===== config.mk =====
export PLATFORM = sky130hd
export DESIGN_NAME = lens_and_pan_tilt_stepper_sequencer_core
export DESIGN_NICKNAME = d
export VERILOG_FILES = /design/src/ltss_pkg.sv /design/src/lens_and_pan_tilt_stepper_sequencer_core.sv
export SDC_FILE = /design/constraint.sdc
export NUM_CORES = 1
export LEC_CHECK = 0
export BUFFER_PORTS_ARGS = -buffer_cell sky130_fd_sc_hd__buf_2
export CORE_MARGIN = 2
export CORE_UTILIZATION = 65
export CTS_CLUSTER_DIAMETER = 40
export DETAILED_ROUTE_END_ITERATION = 16
export MAX_ROUTING_LAYER = met4
export PLACE_DENSITY = 0.94
export SLEW_MARGIN = 5
export SYNTH_ARGS = -nofsm -noshare
export SYNTH_HDL_FRONTEND = slang
export SYNTH_SLANG_ARGS = --single-unit

===== constraint.sdc =====
create_clock -name i_clk -period 7.2 [get_ports i_clk]
set_clock_uncertainty 0.1 [all_clocks]
set_input_delay 1.44 -clock i_clk [delete_from_list [all_inputs] [get_ports i_clk]]
set_output_delay 1.44 -clock i_clk [all_outputs]
set_load 0.05 [all_outputs]

===== src/ltss_pkg.sv =====
package ltss_pkg;

    localparam int NUM_MOTORS = 4;

    localparam logic [3:0] OP_TICK        = 4'd0;
    localparam logic [3:0] OP_FOCUS_MINUS = 4'd1;
    localparam logic [3:0] OP_FOCUS_PLUS  = 4'd2;
    localparam logic [3:0] OP_ZOOM_UP     = 4'd3;
    localparam logic [3:0] OP_ZOOM_DOWN   = 4'd4;
    localparam logic [3:0] OP_PAN_LEFT    = 4'd5;
    localparam logic [3:0] OP_PAN_RIGHT   = 4'd6;
    localparam logic [3:0] OP_TILT_UP     = 4'd7;
    localparam logic [3:0] OP_TILT_DOWN   = 4'd8;
    localparam logic [3:0] OP_STANDBY     = 4'd9;

    localparam logic [1:0] MTR_FOCUS = 2'd0;
    localparam logic [1:0] MTR_ZOOM  = 2'd1;
    localparam logic [1:0] MTR_PAN   = 2'd2;
    localparam logic [1:0] MTR_TILT  = 2'd3;

    localparam logic [1:0] LDIR_NONE  = 2'd0;
    localparam logic [1:0] LDIR_MINUS = 2'd1;
    localparam logic [1:0] LDIR_PLUS  = 2'd2;

    typedef logic [3:0] t_coils;
    typedef logic [1:0] t_phase;

    typedef struct packed {
        t_coils     focus_coils;
        t_coils     zoom_coils;
        t_coils     pan_coils;
        t_coils     tilt_coils;
        logic [3:0] running_flags;
    } t_result;

    function automatic t_coils lens_coils(input t_phase ph);
        t_coils c;
        case (ph)
            2'd0: c = 4'b1001;
            2'd1: c = 4'b1010;
            2'd2: c = 4'b0110;
            default: c = 4'b0101;
        endcase
        return c;
    endfunction

    function automatic t_coils pt_coils(input t_phase ph);
        t_coils c;
        case (ph)
            2'd0: c = 4'b1001;
            2'd1: c = 4'b1100;
            2'd2: c = 4'b0110;
            default: c = 4'b0011;
        endcase
        return c;
    endfunction

endpackage


===== src/lens_and_pan_tilt_stepper_sequencer_core.sv =====
// four-motor stepper sequencer: focus, zoom, pan and tilt coil drive
// input channel: i_valid, i_opcode, i_step_count; the block drives o_stall
// opcodes: tick, eight move commands (motor and direction), standby
// a move loads direction and step count; a tick steps focus else zoom,
// and pan else tilt, latching the coil pattern of the current phase
// output channel: o_valid with the four coil patterns and running flags,
// the state after the transfer; the receiver drives i_stall
// results are registered: in the result register, or in the skid register while that one is stalled
// throughput: one item per cycle while o_stall is low, set by the single state update stage
// a two-entry output buffer (result register plus skid register) lets an
// item be taken while a result waits; o_stall rises only when both hold
// results, i.e. when an item arrives while the result register is stalled
// reset: all motors stopped, phases zero, coils off, no result pending
module lens_and_pan_tilt_stepper_sequencer_core #(
    parameter int STEP_COUNT_WIDTH = 16
) (
    input  logic                        i_clk,
    input  logic                        i_rst_n,
    input  logic                        i_valid,
    output logic                        o_stall,
    input  logic [3:0]                  i_opcode,
    input  logic [STEP_COUNT_WIDTH-1:0] i_step_count,
    output logic                        o_valid,
    input  logic                        i_stall,
    output logic [3:0]                  o_focus_coils,
    output logic [3:0]                  o_zoom_coils,
    output logic [3:0]                  o_pan_coils,
    output logic [3:0]                  o_tilt_coils,
    output logic [3:0]                  o_running_flags
);
    import ltss_pkg::*;

    localparam int CW = STEP_COUNT_WIDTH + 1;

    t_phase          r_phase [NUM_MOTORS];
    t_phase          n_phase [NUM_MOTORS];
    logic            r_dir   [NUM_MOTORS];
    logic            n_dir   [NUM_MOTORS];
    logic            r_run   [NUM_MOTORS];
    logic            n_run   [NUM_MOTORS];
    logic [CW-1:0]   r_steps [NUM_MOTORS];
    logic [CW-1:0]   n_steps [NUM_MOTORS];
    t_coils          r_coils [NUM_MOTORS];
    t_coils          n_coils [NUM_MOTORS];
    t_phase          r_llp   [2];
    t_phase          n_llp   [2];
    logic [1:0]      r_ldir  [2];
    logic [1:0]      n_ldir  [2];
    logic            r_stby  [2];
    logic            n_stby  [2];

    t_result         r_out;
    t_result         r_skid;
    logic            r_out_vld;
    logic            r_skid_vld;
    t_result         w_res;
    logic            w_accept;

    logic            v_step [NUM_MOTORS];
    logic [3:0]      v_rel;
    logic [1:0]      v_mtr;
    logic            v_anti;
    logic [CW-1:0]   v_cnt;
    t_phase          v_llp;

    assign w_accept = i_valid && !r_skid_vld;
    assign o_stall  = r_skid_vld;

    always_comb begin
        n_phase = r_phase;
        n_dir   = r_dir;
        n_run   = r_run;
        n_steps = r_steps;
        n_coils = r_coils;
        n_llp   = r_llp;
        n_ldir  = r_ldir;
        n_stby  = r_stby;
        v_rel   = i_opcode - OP_FOCUS_MINUS;
        v_mtr   = v_rel[2:1];
        v_anti  = !v_rel[0];
        v_cnt   = {1'b0, i_step_count};
        v_llp   = r_llp[v_mtr[0]];
        v_step[MTR_FOCUS] = r_run[MTR_FOCUS];
        v_step[MTR_ZOOM]  = !r_run[MTR_FOCUS] && r_run[MTR_ZOOM];
        v_step[MTR_PAN]   = r_run[MTR_PAN];
        v_step[MTR_TILT]  = !r_run[MTR_PAN] && r_run[MTR_TILT];
        unique case (i_opcode) inside
            OP_TICK: begin
                for (int m = 0; m < NUM_MOTORS; m++) begin
                    if (v_step[m]) begin
                        if (m < 2) begin
                            n_coils[m] = lens_coils(r_phase[m]);
                            n_llp[m % 2] = r_phase[m];
                        end else begin
                            n_coils[m] = pt_coils(r_phase[m]);
                        end
                        n_phase[m] = r_dir[m] ? r_phase[m] + 2'd1 : r_phase[m] - 2'd1;
                        if (r_steps[m] <= CW'(1)) begin
                            n_run[m]   = 1'b0;
                            n_dir[m]   = 1'b0;
                            n_steps[m] = '0;
                        end else begin
                            n_steps[m] = r_steps[m] - CW'(1);
                        end
                    end
                end
            end
            OP_FOCUS_MINUS, OP_FOCUS_PLUS, OP_ZOOM_UP, OP_ZOOM_DOWN: begin
                if (r_stby[v_mtr[0]]) begin
                    n_stby[v_mtr[0]] = 1'b0;
                    v_llp = v_anti ? v_llp - 2'd1 : v_llp + 2'd1;
                    v_cnt = v_cnt + CW'(1);
                end
                n_llp[v_mtr[0]] = v_llp;
                if (r_ldir[v_mtr[0]] == LDIR_NONE) begin
                    n_phase[v_mtr] = '0;
                end else begin
                    n_phase[v_mtr] = v_anti ? v_llp + 2'd1 : v_llp - 2'd1;
                end
                n_ldir[v_mtr[0]] = v_anti ? LDIR_MINUS : LDIR_PLUS;
                n_dir[v_mtr]     = v_anti;
                n_steps[v_mtr]   = v_cnt;
                n_run[v_mtr]     = 1'b1;
            end
            OP_PAN_LEFT, OP_PAN_RIGHT, OP_TILT_UP, OP_TILT_DOWN: begin
                n_dir[v_mtr]   = v_anti;
                n_phase[v_mtr] = '0;
                n_steps[v_mtr] = v_cnt;
                n_run[v_mtr]   = 1'b1;
            end
            OP_STANDBY: begin
                n_stby[0]          = 1'b1;
                n_stby[1]          = 1'b1;
                n_coils[MTR_FOCUS] = '0;
                n_coils[MTR_ZOOM]  = '0;
            end
            default: begin
            end
        endcase
        w_res.focus_coils   = n_coils[MTR_FOCUS];
        w_res.zoom_coils    = n_coils[MTR_ZOOM];
        w_res.pan_coils     = n_coils[MTR_PAN];
        w_res.tilt_coils    = n_coils[MTR_TILT];
        w_res.running_flags = {n_run[MTR_TILT], n_run[MTR_PAN],
                               n_run[MTR_ZOOM], n_run[MTR_FOCUS]};
    end

    always_ff @(posedge i_clk) begin
        if (!i_rst_n) begin
            for (int m = 0; m < NUM_MOTORS; m++) begin
                r_phase[m] <= '0;
                r_dir[m]   <= 1'b0;
                r_run[m]   <= 1'b0;
                r_steps[m] <= '0;
                r_coils[m] <= '0;
            end
            for (int k = 0; k < 2; k++) begin
                r_llp[k]  <= '0;
                r_ldir[k] <= LDIR_NONE;
                r_stby[k] <= 1'b0;
            end
        end else if (w_accept) begin
            r_phase <= n_phase;
            r_dir   <= n_dir;
            r_run   <= n_run;
            r_steps <= n_steps;
            r_coils <= n_coils;
            r_llp   <= n_llp;
            r_ldir  <= n_ldir;
            r_stby  <= n_stby;
        end
    end

    // result register with skid stage
    always_ff @(posedge i_clk) begin
        if (!i_rst_n) begin
            r_out_vld  <= 1'b0;
            r_skid_vld <= 1'b0;
        end else if (!r_out_vld || !i_stall) begin
            if (r_skid_vld) begin
                r_out      <= r_skid;
                r_out_vld  <= 1'b1;
                r_skid_vld <= 1'b0;
            end else if (w_accept) begin
                r_out     <= w_res;
                r_out_vld <= 1'b1;
            end else begin
                r_out_vld <= 1'b0;
            end
        end else if (w_accept) begin
            r_skid     <= w_res;
            r_skid_vld <= 1'b1;
        end
    end

    assign o_valid         = r_out_vld;
    assign o_focus_coils   = r_out.focus_coils;
    assign o_zoom_coils    = r_out.zoom_coils;
    assign o_pan_coils     = r_out.pan_coils;
    assign o_tilt_coils    = r_out.tilt_coils;
    assign o_running_flags = r_out.running_flags;

endmodule


Word-level counts from Yosys, hierarchy flattened
Cells that the tools add are included.
{ "word_totals": {"reg_bits": 152, "latchBits": 0, "mem_bits_rw": 0, "romBits": 0, "out_inout_bits": 22, "word_cells": 228, "n_memories": 0} }
{ "classes": {"n_addsub": 18, "n_mul": 0, "div": 0, "magnitude_cmp": 8, "n_eq_ne": 26, "shift": 0, "mux": 88, "bitwise": 9, "reduce_logical": 41} }
{ "ops": {"columns": ["cell", "n"], "rows": [
  ["$pmux W68 S3", 1],
  ["$mux W17", 11],
  ["$bwmux W68", 2],
  ["$le A17 B1 Y1 const B", 4],
  ["$sub A17 B1 Y17 const B", 4],
  ["$mux W2", 24],
  ["$pmux W4 S3", 4],
  ["$mux W20", 2],
  ["$demux W17 S2", 1],
  ["$reduce_and A3 Y1", 9],
  ["$pmux W4 S2", 3],
  ["$pmux W8 S3", 1],
  ["$mux W1", 23],
  ["$add A16 B1 Y17 const B", 1],
  ["$eq A4 B3 Y1 const B", 4],
  ["$mux W4", 4],
  ["$mux W8", 2],
  ["$pmux W8 S2", 1],
  ["$reduce_and A4 Y1", 4],
  ["$add A2 B1 Y2 const B", 6],
  ["$bwmux W4", 3],
  ["$sub A2 B1 Y2 const B", 6],
  ["$logic_not A2 Y1", 5],
  ["$ne A2 B2 Y1 const B", 5],
  ["35 further kinds", 60]
]} }

Depth between registers and ports, before layout
{ "depth": {"ltp_word": 14, "mapped_depth": 12, "ltp_nobuf": 8} }

Worst setup path after synthesis
No wires, ideal clock.
{ "synth_timing": {"path_type": "input to register", "from": "in i_rst_n", "to": "reg r_out, in the netlist o_focus_coils[0], enable pin", "arrival_ns": 3.116, "path_slack_ns": 3.580, "path_stages": 4, "n_path_buf": 2, "path_cell_list": "clkbuf_1 -> clkbuf_1 -> o21ai_0 -> a21oi_1"} }
{ "synth_via": {"elab_chain_cells": 1} }
{ "synth_lines": {"columns": ["element", "line_no", "rtl"], "rows": [
  ["from (decl)", "lens_and_pan_tilt_stepper_sequencer_core.sv:18", "input logic i_rst_n,"],
  ["$reduce_and A3 Y1 (no source line)", null, null],
  ["to (signal assigned)", "lens_and_pan_tilt_stepper_sequencer_core.sv:181", "r_out <= r_skid;"],
  ["to (signal assigned)", "lens_and_pan_tilt_stepper_sequencer_core.sv:185", "r_out <= w_res;"],
  ["to (decl)", "lens_and_pan_tilt_stepper_sequencer_core.sv:52", "t_result r_out;"]
]} }
No other way between the ends.
A chain may end at the register's enable or synchronous reset.

Worst setup path in the final report
{ "layout_timing": {"from": "in i_opcode[0]", "to": "reg r_steps[58] (netlist bit)"} }
{ "layout_via": {"elab_chain_cells": 9, "word_cells_on_any_way": 30, "classes_between": "add/sub: 1; order compare: 2; eq/ne: 9; mux: 10; bitwise: 2; reduce/logical: 6"} }
{ "layout_lines": {"columns": ["element", "line_no", "rtl"], "rows": [
  ["from (decl)", "lens_and_pan_tilt_stepper_sequencer_core.sv:21", "input logic [3:0] i_opcode,"],
  ["parallel branches: the longest is 9 deep, another holds $sub A3 B1 Y3", null, null],
  ["to (signal assigned)", "lens_and_pan_tilt_stepper_sequencer_core.sv:166", "r_steps <= n_steps;"],
  ["to (decl)", "lens_and_pan_tilt_stepper_sequencer_core.sv:41", "logic [CW-1:0] r_steps [NUM_MOTORS];"]
]} }
Parallel ways; which one is timed is not known. The select of a mux whose other input is x is not followed.

==> impl_metrics.ini <==
[die]
start_util_pct = 65.7
rows = 44
dieArea_sq_mm = 0.0155
fp.dieH_um = 125
die_width_um = 125
pin_count = 46
core_sq_mm = 0.0144

[synthesis]
ys.flop_type = dfxtp_1
async_flop_share_pct = 0
synth_top_area_share_pct = 23.7
avgSynthCellArea_sq_um = 8.28
ys_top_cells_by_count = nor2_1 (119), dfxtp_1 (112), o21ai_0 (96), a21oi_1 (88), nand2_1 (87)
synthTopCellsByArea = dfxtp_1 (24%), edfxtp_1 (13%), o21ai_0 (5.1%), nor2_1 (4.7%), a21oi_1 (4.7%)
synth.most_common_cell = nor2_1
ys_warn_count = 0
synth_cells = 1141
synth-seq-area-share_pct = 36.5
syn_nets = 1190
netlist_area_sq_mm = 0.00945
synth_area_leader_cell = dfxtp_1
synth_edf_count = 40
synth_cell_types = 81
synth_seq_cells = 152

[cts]
worstSkewPairLatency_ns = 0.44
postCtsSetupBuffers = 0
holdBufCountCts = 0
cts-root-buf = clkbuf_16
cts_tree = done
numCtsBuffers = 17
cts_resized = 0
htreeDepth = 4
path_clk_slew_ns = 0.07
clockBufferDepth = 2
cts.sinks = 152

[critical_path]
worstSetupPathType = in2reg
worstPathArrival_ns = 4.78
timing.rr.start = o_stall
reg2reg_slack_ns = 3.73
crit_slowest_cell = nor3_1
end_kind = flop
critPathMaxFanout = 20
critPathLaunch = i_opcode[0]
r2r_end = r_dir[2]
r2r_cells = 7
path_cells = buf_2, inv_1, ha_1, mux2i_1, nor3_1, a21oi_1, o22ai_1, o21ai_0, a32o_1
crit_required_ns = 7.44
slowest_delay_ns = 0.83
critPathCapture = r_steps[58]
critPathLaunchType = primary input

[sta]
finalHoldViolCount = 0
finalCritPeriodShare_pct = 63.2
tightest_slew_ns = 1.32
rsz0062_at_grt = no
setup-violations-final = 0
slew_headroom_pct = 11.7
fmax_mhz = 220
drv_slew = 0
hold_ws_ns = 0.360
min_period_ns = 4.55
setup_slack_ns = 2.65
fin_setup_tns_ns = 0

[pwr]
p_leak_nw = 3.86
power_density_mw_per_mm2 = 254
ir_drop_uv = 175

[place]
pre_cts_slack_ns = 2.38
dp_cells = 1320
dpl-instance-area_sq_mm = 0.00973
hpwl_mm = 18.9
portBuffers = 45
place.gp.congestion = 1.04

[global_route]
grt_max_degree = 64
grt_pass1_wl_mm = 44.8
track_usage_pct = 36.4
grt_pass1_vias = 8668
antenna_found_initial = 0
grt-ovfl-total = 0

[finish]
num-fill-cells = 1011
antenna_cells = 0
layout-drive-gt1-share_pct = 12.2
final_cells = 1352
syn2layout_area_growth_pct = 9.31
final_nets = 1204
fin_area_sq_mm = 0.0103

[routing]
vias_per_cell = 7.16
first_pass_iters = 9
wire_per_inst_um = 20.6
postRouteAntennaNets = 0
drt-total-wl_mm = 27.8
drt-initial-drc-count = 1825
vias = 9678
drc = 0

[min_path]
hp-class = reg2reg
hold_depth = 2
hp-start = r_steps[67]

[run]
drv_cap = 0

[status]
run_status = finished clean
## power by group
part | switching, mW | total, mW | internal, mW | leakage (nW)
logic | 0.503 | 0.742 | 0.239 | 2.29
clock network | 0.389 | 0.907 | 0.518 | 0.280
registers | 0.0506 | 0.977 | 0.927 | 1.29
## cell families (layout without fill, tap and decap cells)
family | count (synthesis) | after routing | synth area share (%)
multiplexers | 30 | 30 | 3.47
adder cells (fa/ha/maj) | 25 | 25 | 3.31
AO/OA/AOI/OAI | 382 | 382 | 26.6
XOR/XNOR | 16 | 16 | 1.56
AND/OR/NAND/NOR | 445 | 445 | 24.5
flip-flops | 152 | 152 | 36.5
buffers and inverters | 91 | 118 | 4.09
## per-layer routing
layer | GRT usage [%] | share of wire (%)
met1 | 45.9 | 38
met3 | 9.41 | 12
met5 | - | 0
met4 | 19.8 | 7.0
met2 | 53.6 | 43
## metrics by stage
stage	power, mW	utilization, %
global route	2.73	71.9
detailed placement	1.69	67.7
finish	2.63	71.9
CTS	2.59	71.9
floorplan	1.52	-
global placement	1.67	67.7
## critical path, delay by kind of cell
family,cells,cell delay (ns)
compound gates,4,1.09
simple gates,1,0.83
fa+ha+maj,1,0.69
mux,1,0.44
buf+inv,2,0.28
## worst min path at each step
stage	to
after floorplan	r_steps[67]
after global placement	r_steps[67]
after detailed placement	r_steps[67]
after CTS	r_steps[67]
after global routing	r_dir[1]
final	r_steps[67]
## layout make-up
type	count	area (sq um)	area share (%)
clock buffers	17	425	4.12
clock inverters	15	170	1.65
inverters	31	116	1.13
multi-input cells	898	5640	54.6
flip-flops and latches	152	3440	33.3
well taps	184	230	2.23
repair buffers	55	300	2.91
## placed cells by master (no fill, tap or decap), drive strengths merged, types with 15 or more instances in the layout
cell | synthesis | layout
edfxtp | 40 | 40
nor2b | 17 | 17
ha | 25 | 25
o221ai | 17 | 17
a211oi | 16 | 16
nor4 | 16 | 16
a31oi | 20 | 20
o21a | 15 | 15
nand2 | 88 | 88
buf | 27 | 55
nor3 | 50 | 50
o31ai | 17 | 17
o21ai | 109 | 109
mux2 | 22 | 22
clkbuf | 33 | 17
or3 | 17 | 17
nor2 | 119 | 119
inv | 30 | 35
dfxtp | 112 | 112
a21oi | 88 | 88
nand3 | 57 | 57
a21boi | 16 | 16
nor3b | 15 | 15
## state kept, by name, indices dropped and copies added (netlist names)
name and cells:
o_running_flags 4, r_skid 20, o_stall 1, r_run 4, r_ldir 4, o_pan_coils 4
r_llp 4, r_coils 16, r_stby 2, r_dir 4, o_zoom_coils 4, r_steps 68
o_valid 1, r_phase 8, o_tilt_coils 4, o_focus_coils 4
(Power assumes the default switching activity.)
